<file path="config.mk">
export PLATFORM = sky130hd
export DESIGN_NAME = sorted_priority_queue_top
export DESIGN_NICKNAME = d
export VERILOG_FILES = /design/src/spq_pkg.sv /design/src/spq_cell.sv /design/src/sorted_priority_queue_top.sv
export SDC_FILE = /design/constraint.sdc
export NUM_CORES = 2
export LEC_CHECK = 0
export BUFFER_PORTS_ARGS = -buffer_cell sky130_fd_sc_hd__buf_4
export CAP_MARGIN = 40
export CORE_UTILIZATION = 40
export CTS_CLUSTER_DIAMETER = 150
export CTS_CLUSTER_SIZE = 40
export DETAILED_ROUTE_END_ITERATION = 10
export GPL_TIMING_DRIVEN = 0
export HOLD_SLACK_MARGIN = 0.05
export SLEW_MARGIN = 0
export SYNTH_ARGS = -nofsm -noshare
export SYNTH_HDL_FRONTEND = slang
export SYNTH_SLANG_ARGS = --single-unit
</file>
<file path="constraint.sdc">
create_clock -name i_clk -period 7.25 [get_ports i_clk]
set_input_delay 0.3625 -clock i_clk [delete_from_list [all_inputs] [get_ports i_clk]]
set_output_delay 0.3625 -clock i_clk [all_outputs]
set_load 0.01 [all_outputs]
</file>
<file path="src/spq_pkg.sv">
package spq_pkg;

    localparam int DEPTH_DEFAULT = 16;

    localparam int DATA_W = 32;
    localparam int PRIO_W = 16;
    localparam int CAP_W = 5;
    localparam int OCC_W = 5;
    localparam int STATUS_W = 2;
    localparam int APB_ADDR_W = 3;
    localparam int APB_DATA_W = 32;

    localparam logic [CAP_W-1:0] CAP_RESET = 5'd16;
    localparam logic [APB_ADDR_W-1:0] ADDR_CAPACITY = 3'd0;

    localparam logic CMD_ENQ = 1'b0;
    localparam logic CMD_DEQ = 1'b1;

    localparam logic [STATUS_W-1:0] ST_DONE = 2'd0;
    localparam logic [STATUS_W-1:0] ST_FULL = 2'd1;
    localparam logic [STATUS_W-1:0] ST_EMPTY = 2'd2;

    typedef struct packed {
        logic signed [DATA_W-1:0] data;
        logic signed [PRIO_W-1:0] prio;
    } t_entry;

    typedef struct packed {
        logic   enq;
        logic   deq;
        t_entry new_entry;
    } t_cell_ctl;

endpackage

</file>
<file path="src/spq_cell.sv">
module spq_cell (
    input  logic               i_clk,
    input  spq_pkg::t_cell_ctl i_ctl,
    input  logic               i_occupied,
    input  logic               i_prev_ins,
    input  spq_pkg::t_entry    i_prev_entry,
    input  spq_pkg::t_entry    i_next_entry,
    output spq_pkg::t_entry    o_entry,
    output logic               o_ins
);

    spq_pkg::t_entry r_entry;
    spq_pkg::t_entry n_entry;

    // The new entry belongs at or before this cell when the cell is empty or
    // holds a strictly lower priority, so equal priorities keep their order.
    assign o_ins = !i_occupied || (i_ctl.new_entry.prio > r_entry.prio);
    assign o_entry = r_entry;

    always_comb begin
        n_entry = r_entry;
        if (i_ctl.enq && o_ins) begin
            n_entry = i_prev_ins ? i_prev_entry : i_ctl.new_entry;
        end else if (i_ctl.deq) begin
            n_entry = i_next_entry;
        end
    end

    always_ff @(posedge i_clk) begin
        r_entry <= n_entry;
    end

endmodule

</file>
<file path="src/sorted_priority_queue_top.sv">
// Sorted priority queue built as a row of DEPTH cells, highest priority in
// cell zero. Each input transfer carries a command: enqueue stores the data
// word and priority behind all entries of equal or higher priority, dequeue
// removes the head entry and returns it. Every input transfer produces
// exactly one result transfer with a status, the removed entry on a
// successful dequeue, and the occupancy after the operation.
// The capacity register (APB, address 0) limits how many entries are held;
// values above DEPTH are limited to DEPTH.
// The result is registered: result valid rises in the cycle after the input
// transfer. All cells shift or insert in parallel, so one item is taken
// every cycle as long as the result register is taken too; the single output
// register sets that rate. When the receiver stalls, the result waits in the
// output register and the input ready stays low until it is taken.
// Reset empties the queue, clears the result valid flag and sets the capacity
// to 16. Cell contents are not cleared; only cells below the count are read.
module sorted_priority_queue_top #(
    parameter int DEPTH = spq_pkg::DEPTH_DEFAULT
) (
    input  logic                                 i_clk,
    input  logic                                 i_rst_n,
    input  logic                                 psel,
    input  logic                                 penable,
    input  logic                                 pwrite,
    input  logic [spq_pkg::APB_ADDR_W-1:0]       paddr,
    input  logic [spq_pkg::APB_DATA_W-1:0]       pwdata,
    output logic [spq_pkg::APB_DATA_W-1:0]       prdata,
    output logic                                 pready,
    input  logic                                 i_in_valid,
    output logic                                 o_in_ready,
    input  logic                                 i_command,
    input  logic signed [spq_pkg::DATA_W-1:0]    i_item_data,
    input  logic signed [spq_pkg::PRIO_W-1:0]    i_item_priority,
    output logic                                 o_out_valid,
    input  logic                                 i_out_ready,
    output logic [spq_pkg::STATUS_W-1:0]         o_status,
    output logic signed [spq_pkg::DATA_W-1:0]    o_head_data,
    output logic signed [spq_pkg::PRIO_W-1:0]    o_head_priority,
    output logic [spq_pkg::OCC_W-1:0]            o_occupancy
);

    localparam int CW = $clog2(DEPTH + 1);
    localparam int CMPW = (CW > spq_pkg::CAP_W) ? CW : spq_pkg::CAP_W;
    localparam logic [CMPW-1:0] DEPTH_EXT = CMPW'(DEPTH);

    logic [spq_pkg::CAP_W-1:0] r_capacity;
    logic [CW-1:0]             r_count;
    logic [CW-1:0]             n_count;
    logic                      r_out_valid;
    logic [spq_pkg::STATUS_W-1:0] r_status;
    logic [spq_pkg::STATUS_W-1:0] n_status;
    spq_pkg::t_entry           r_head;
    spq_pkg::t_entry           n_head;
    logic [spq_pkg::OCC_W-1:0] r_occupancy;

    logic                      accept;
    logic                      full;
    logic                      empty;
    logic [CMPW-1:0]           count_ext;
    logic [CMPW-1:0]           n_count_ext;
    spq_pkg::t_cell_ctl        ctl;
    spq_pkg::t_entry           cell_entry [DEPTH];
    logic                      cell_ins [DEPTH];

    assign pready = 1'b1;
    assign prdata = spq_pkg::APB_DATA_W'(r_capacity);

    always_ff @(posedge i_clk) begin
        if (!i_rst_n) begin
            r_capacity <= spq_pkg::CAP_RESET;
        end else if (psel && penable && pwrite && pready && paddr == spq_pkg::ADDR_CAPACITY) begin
            r_capacity <= pwdata[spq_pkg::CAP_W-1:0];
        end
    end

    assign accept = i_in_valid && o_in_ready;
    assign o_in_ready = !r_out_valid || i_out_ready;

    assign count_ext = CMPW'(r_count);
    assign full = (count_ext >= CMPW'(r_capacity)) || (count_ext >= DEPTH_EXT);
    assign empty = (r_count == '0);

    always_comb begin
        ctl.enq = accept && (i_command == spq_pkg::CMD_ENQ) && !full;
        ctl.deq = accept && (i_command == spq_pkg::CMD_DEQ) && !empty;
        ctl.new_entry.data = i_item_data;
        ctl.new_entry.prio = i_item_priority;
    end

    for (genvar i = 0; i < DEPTH; i++) begin : g_cell
        localparam logic [CW-1:0] IDX = CW'(i);
        logic            occupied;
        logic            prev_ins;
        spq_pkg::t_entry prev_entry;
        spq_pkg::t_entry next_entry;

        assign occupied = IDX < r_count;
        if (i == 0) begin : g_first
            assign prev_ins = 1'b0;
            assign prev_entry = ctl.new_entry;
        end else begin : g_inner
            assign prev_ins = cell_ins[i-1];
            assign prev_entry = cell_entry[i-1];
        end
        if (i == DEPTH - 1) begin : g_last
            assign next_entry = cell_entry[i];
        end else begin : g_body
            assign next_entry = cell_entry[i+1];
        end

        spq_cell u_cell (
            .i_clk       (i_clk),
            .i_ctl       (ctl),
            .i_occupied  (occupied),
            .i_prev_ins  (prev_ins),
            .i_prev_entry(prev_entry),
            .i_next_entry(next_entry),
            .o_entry     (cell_entry[i]),
            .o_ins       (cell_ins[i])
        );
    end

    always_comb begin
        n_count = r_count;
        n_status = spq_pkg::ST_DONE;
        n_head = '0;
        if (i_command == spq_pkg::CMD_ENQ) begin
            if (full) begin
                n_status = spq_pkg::ST_FULL;
            end else begin
                n_count = r_count + 1'b1;
            end
        end else begin
            if (empty) begin
                n_status = spq_pkg::ST_EMPTY;
            end else begin
                n_head = cell_entry[0];
                n_count = r_count - 1'b1;
            end
        end
    end

    assign n_count_ext = CMPW'(n_count);

    always_ff @(posedge i_clk) begin
        if (!i_rst_n) begin
            r_count <= '0;
            r_out_valid <= 1'b0;
        end else begin
            if (accept) begin
                r_count <= n_count;
                r_out_valid <= 1'b1;
            end else if (i_out_ready) begin
                r_out_valid <= 1'b0;
            end
        end
    end

    always_ff @(posedge i_clk) begin
        if (accept) begin
            r_status <= n_status;
            r_head <= n_head;
            r_occupancy <= n_count_ext[spq_pkg::OCC_W-1:0];
        end
    end

    assign o_out_valid = r_out_valid;
    assign o_status = r_status;
    assign o_head_data = r_head.data;
    assign o_head_priority = r_head.prio;
    assign o_occupancy = r_occupancy;

endmodule
</file>
# == Yosys cells after proc, flatten, opt, wreduce, memory -nomap -nowiden ==
# Index checks and enable logic that the tools add are counted.
# totals
ff_bits,834
out_inout_bits,90
elab_cells,209
# op_classes
add_sub_neg,2
n_lt_le_gt_ge,34
n_mux,53
n_bitwise,1
n_reduce_logical,80
# ops
operator,count
$mux W48,45
$gt A16 B16 Y1,16
$lt A4 B5 Y1 const A,8
$reduce_bool A2 Y1,16
$logic_and A1 B1 Y1,24
$lt A3 B5 Y1 const A,4
$logic_not A1 Y1,19
$logic_or A1 B1 Y1,18
$mux W5,3
$lt A1 B5 Y1 const A,2
$lt A2 B5 Y1 const A,2
$add A5 B1 Y5 const B,1
$ge A5 B5 Y1,1
$ge A5 B5 Y1 const B,1
$logic_not A5 Y1,1
$sub A5 B1 Y5 const B,1
$mux W2,2
$logic_not A3 Y1,1
$mux W1,3
$reduce_or A2 Y1,1
$not A1 Y1,1

# == Longest topological paths before layout ==
# depth
depth_word,7
depth_mapped,14

# == Cells and area by module ==
# A second synthesis with hierarchy kept.
# unflattened
hier_cells,3828
hier_area_um2,53098.4
# modules_own_cells
module,n_inst,cells_each,area_each_um2
spq_cell (g_cell[0].u_cell ...),10,223,3123.0
spq_cell (g_cell[4].u_cell ...),6,220,3104.2
sorted_priority_queue_top,1,278,3243.1

# == Least setup slack after synthesis ==
# Ideal clock, no wire load.
# synth_path
path_type,input port to flip-flop
start,input port i_item_priority[0] (netlist name)
end,"register g_cell[10].u_cell.r_entry, in the netlist g_cell[10].u_cell.o_entry[0] (enable)"
setup_time_ns,0.520
t_arrival_ns,5.836
t_required_ns,6.730
path_slack_ns,0.894
cell_stages,12
cell_sequence,clkbuf_1 -> inv_1 -> clkbuf_1 -> ha_1 -> nor2b_1 -> o211ai_1 -> a21o_1 -> and3_1 -> a211oi_2 -> buf_2 -> buf_4 -> o21ai_0
# synth_via
elab_chain_len,4
# synth_lines
item,line_no,rtl
"start, declared",sorted_priority_queue_top.sv:32,"input logic signed [spq_pkg::PRIO_W-1:0] i_item_priority,"
$gt A16 B16 Y1,spq_cell.sv:17,assign o_ins = !i_occupied || (i_ctl.new_entry.prio > r_entry.prio);
$logic_or A1 B1 Y1,spq_cell.sv:17,
$logic_and A1 B1 Y1,spq_cell.sv:22,if (i_ctl.enq && o_ins) begin
$reduce_bool A2 Y1 (no line),--,
"end signal, assigned",spq_cell.sv:30,r_entry <= n_entry;
"end, declared",spq_cell.sv:12,spq_pkg::t_entry r_entry;
# No other way between the ends.
# A chain may end at the register's enable or synchronous reset.

# == Worst setup path in the final report ==
# layout_path
start,register r_count[0] (netlist: count_ext[0])
end,"register g_cell[9].u_cell.r_entry, in the netlist g_cell[9].u_cell.o_entry[9] (enable)"
# layout_via
elab_chain_len,6
elab_cells_between_ends,13
# layout_lines
item,line_no,rtl
"start, declared",sorted_priority_queue_top.sv:46,logic [CW-1:0] r_count;
"start signal, assigned",sorted_priority_queue_top.sv:150,r_count <= n_count;
$ge A5 B5 Y1,sorted_priority_queue_top.sv:79,assign full = (count_ext >= CMPW'(r_capacity)) || (count_ext >= DEPTH_EXT);
$logic_or A1 B1 Y1,sorted_priority_queue_top.sv:79,
$logic_not A1 Y1,sorted_priority_queue_top.sv:83,ctl.enq = accept && (i_command == spq_pkg::CMD_ENQ) && !full;
$logic_and A1 B1 Y1,sorted_priority_queue_top.sv:83,
$logic_and A1 B1 Y1,spq_cell.sv:22,
$reduce_bool A2 Y1 (no line) (*),--,
"end signal, assigned",spq_cell.sv:30,
"end, declared",spq_cell.sv:12,
# Mark *: on every way between the ends. The rest lies on a longest branch, timed or not.

==> metrics.txt <==
status completed; Pre-Repair DR Iteration Count 6; clock sinks 834; worst hold path stage count 4; Area after DPL roughly 70000 um2; largest net degree at the start of global routing 51; # resized after CTS 0; WP data arrival just over 5 ns; clock skew between 0.05 and 0.06 ns; Worst Tran Pin Value around 1.0 ns; Cell Area, Synth approximately 65000 um2; Num CTS Buffers 27; post-DR vias/cell around 6; HPWL after detailed placement between 200000 and 250000 um; Reg2Reg Launch Point count_ext[0]; number of I/O pins 181; Clock Latency Late Sink 0.73 ns; WL per Instance ~26 um; initial antenna violation count 4; global-route wire length before repair 344000 um; total power 19.8 mW; CTS tree yes; Reg area around 25000 um2; RePlAce Congestion 0.980; RSZ-0062 raised after global routing no; Fillers ~16000; starting density of the core just over 40%; initial drt markers a little over 6000; post-synthesis average cell area approximately 9.8 um2; Crit Path Max Fanout 28; asr flop ratio synth 0%; top_reg_cell synth edfxtp_1; Worst Setup SP count_ext[0]; drt total wl approximately 240000 um; FMAX around 210 MHz; setup TNS 0 ns; leakage around 27 nW; Worst slew margin between 30% and 40%; Power Density 280 nW/um2; Seq/Total Area, Yosys 38.4%; count of final setup violators 0; EDFF count, synth 823; HP Class input port to register; worst hold start paddr[2]; min Tclk post-route around 4.7 ns; Tcrit/Tclk final approximately 65%; MaxCap Viol Count 0; area of the multi-input gates 35400 um2; Synth Instances between 6000 and 7000; Die Wd about 400 um; Port Buffer Count ~90; #FFs+latches synth ~830; Setup crit start kind register; post-route ant nets 0; Placed Instances around 9000; residual DRC count 0; row cnt between 100 and 150; Clk pin slew, worst setup/hold paths 0.16 ns; final hold vios 0; Hold Path Sink r_capacity[1]; final-stage net count between 7000 and 8000; R2R cell count 11; flop-to-flop setup slack 2.53 ns; GRT Resource Usage Total ~28%; GRT Residual Overflow 0; fin util roughly 44%; VDD IR max between 0.15 and 0.2 mV; CORE AREA between 150000 and 200000 um2; CP Class register to register; setup ws final 2.53 ns; Hold Slack approximately 0.082 ns; crit end category register; Placement Setup Slack approximately 2 ns; Worst Path Required between 7 and 8 ns; die height between 400 and 500 um; CTS Buffer Depth 3; Area Growth Syn to Fin 9.08%; Die Area 164000 um2; setup repair bufs after CTS 0; Root Driver clkbuf_16; fraction of layout cells with a size suffix above 1 13.7%; Synthesis Warnings 0; Vias 54300; fin area 70800 um2; reg2reg end g_cell[9].u_cell.o_entry[9]; final cell count without fillers approximately 9100; vias in the first global route between 50000 and 60000; Distinct cells, synth 80; CTS H-tree lvls 1; pins over their slew limit 0
[synthesized netlist by cell type, drive strengths merged, types with 203 or more instances]
| library cell | instances | share of area (%) |
|---|---|---|
| inv | 339 | 2.0 |
| edfxtp | 823 | 38 |
| mux2i | 750 | 12 |
| a21oi | 203 | 1.6 |
| or3 | 307 | 3.0 |
| nand2 | 254 | 1.5 |
| ha | 248 | 4.8 |
| nor3 | 228 | 1.8 |
| clkbuf | 514 | 3.0 |
| nand2b | 255 | 2.5 |
| buf | 262 | 2.3 |
| nand3 | 603 | 4.7 |
| mux2 | 508 | 8.8 |
[critical path, cell delays in order (launching register included)]
cell      delay, ns
dfxtp_1        0.73
inv_1          0.33
ha_1           0.35
nor2b_1        0.15
o211ai_1       0.14
nand2b_2       0.20
nand2_4        0.21
buf_4          0.33
a211oi_2       0.70
buf_2          0.40
nand2b_2       0.53
buf_12         0.26
[final cells by class]
type / instances / area share (%)
well taps: 2160 / 3.82
clock buffers: 33 / 1.07
multi-input cells: 4699 / 50.0
inverters: 340 / 1.80
flip-flops and latches: 834 / 35.2
clock inverters: 8 / 0.198
repair buffers: 207 / 2.98
plain buffers: 776 / 4.83
diodes: 11 / 0.0389
[power breakdown]
group / switching [mW] / internal (mW)
logic: 5.57 / 3.95
registers: 1.05 / 6.84
clock network: 1.64 / 0.787
[metal layers]
metal  global-route usage [%]  part of all wire [%]  vias up
li1                         -                     -    25400
met1                     39.8                    45    26300
met2                     45.5                    45     2388
met3                     2.99                   7.8      252
met4                     7.91                   2.8        0
met5                        0                     0        -
[repair_timing]
item                                   CTS  global route
setup endpoints to repair                0             0
endpoints found under the hold margin    7             0
hold buffers                            10             0
[sequential cells by signal, summed over array words and instances, names as in the netlist]
name,cells
count_ext,5
g_cell.u_cell.o_entry,768
o_head_data,32
o_head_priority,16
o_occupancy,5
o_out_valid,1
o_status,2
r_capacity,5
[layout by cell type, fill, tap and decap left out, types with 35 or more instances in the layout]
master,n
a211oi_1,57
inv_1,337
a31oi_1,153
o21ai_0,158
nand2b_1,245
nand4_1,56
nand2_1,248
a21oi_1,199
o32ai_1,47
or3_1,307
a222oi_1,47
o22ai_1,80
buf_1,35
mux2_1,73
a22oi_1,49
nor2_1,190
mux2i_1,750
clkbuf_1,514
nand3_1,603
buf_6,88
buf_2,152
ha_1,248
nor3_1,228
o31ai_1,66
buf_4,165
a2111o_1,149
mux2_2,435
edfxtp_1,823
[kinds of logic after synthesis]
family	Yosys count	share of synthesized area, %
AOI/OAI and AO/OA	1166	13.1
muxes	1258	20.4
adders and majority gates	248	4.78
xor gates and xnor gates	10	0.135
buffers and inverters	1116	7.23
and+or+nand+nor	1989	16.0
DFF	834	38.4
other	2	0.0116
[worst max-delay path by stage]
stage | end | slack [ns] | cells after the start
detailed placement | g_cell[4].u_cell.o_entry[29] | 2.03 | 16
finish | g_cell[9].u_cell.o_entry[9] | 2.53 | 11
global placement | g_cell[13].u_cell.o_entry[30] | -2.85 | 11
CTS | g_cell[7].u_cell.o_entry[14] | 2.66 | 12
floorplan | g_cell[10].u_cell.o_entry[0] | 0.89 | 12
global route | g_cell[9].u_cell.o_entry[9] | 2.51 | 11
Power figures use the tool's default switching activity.
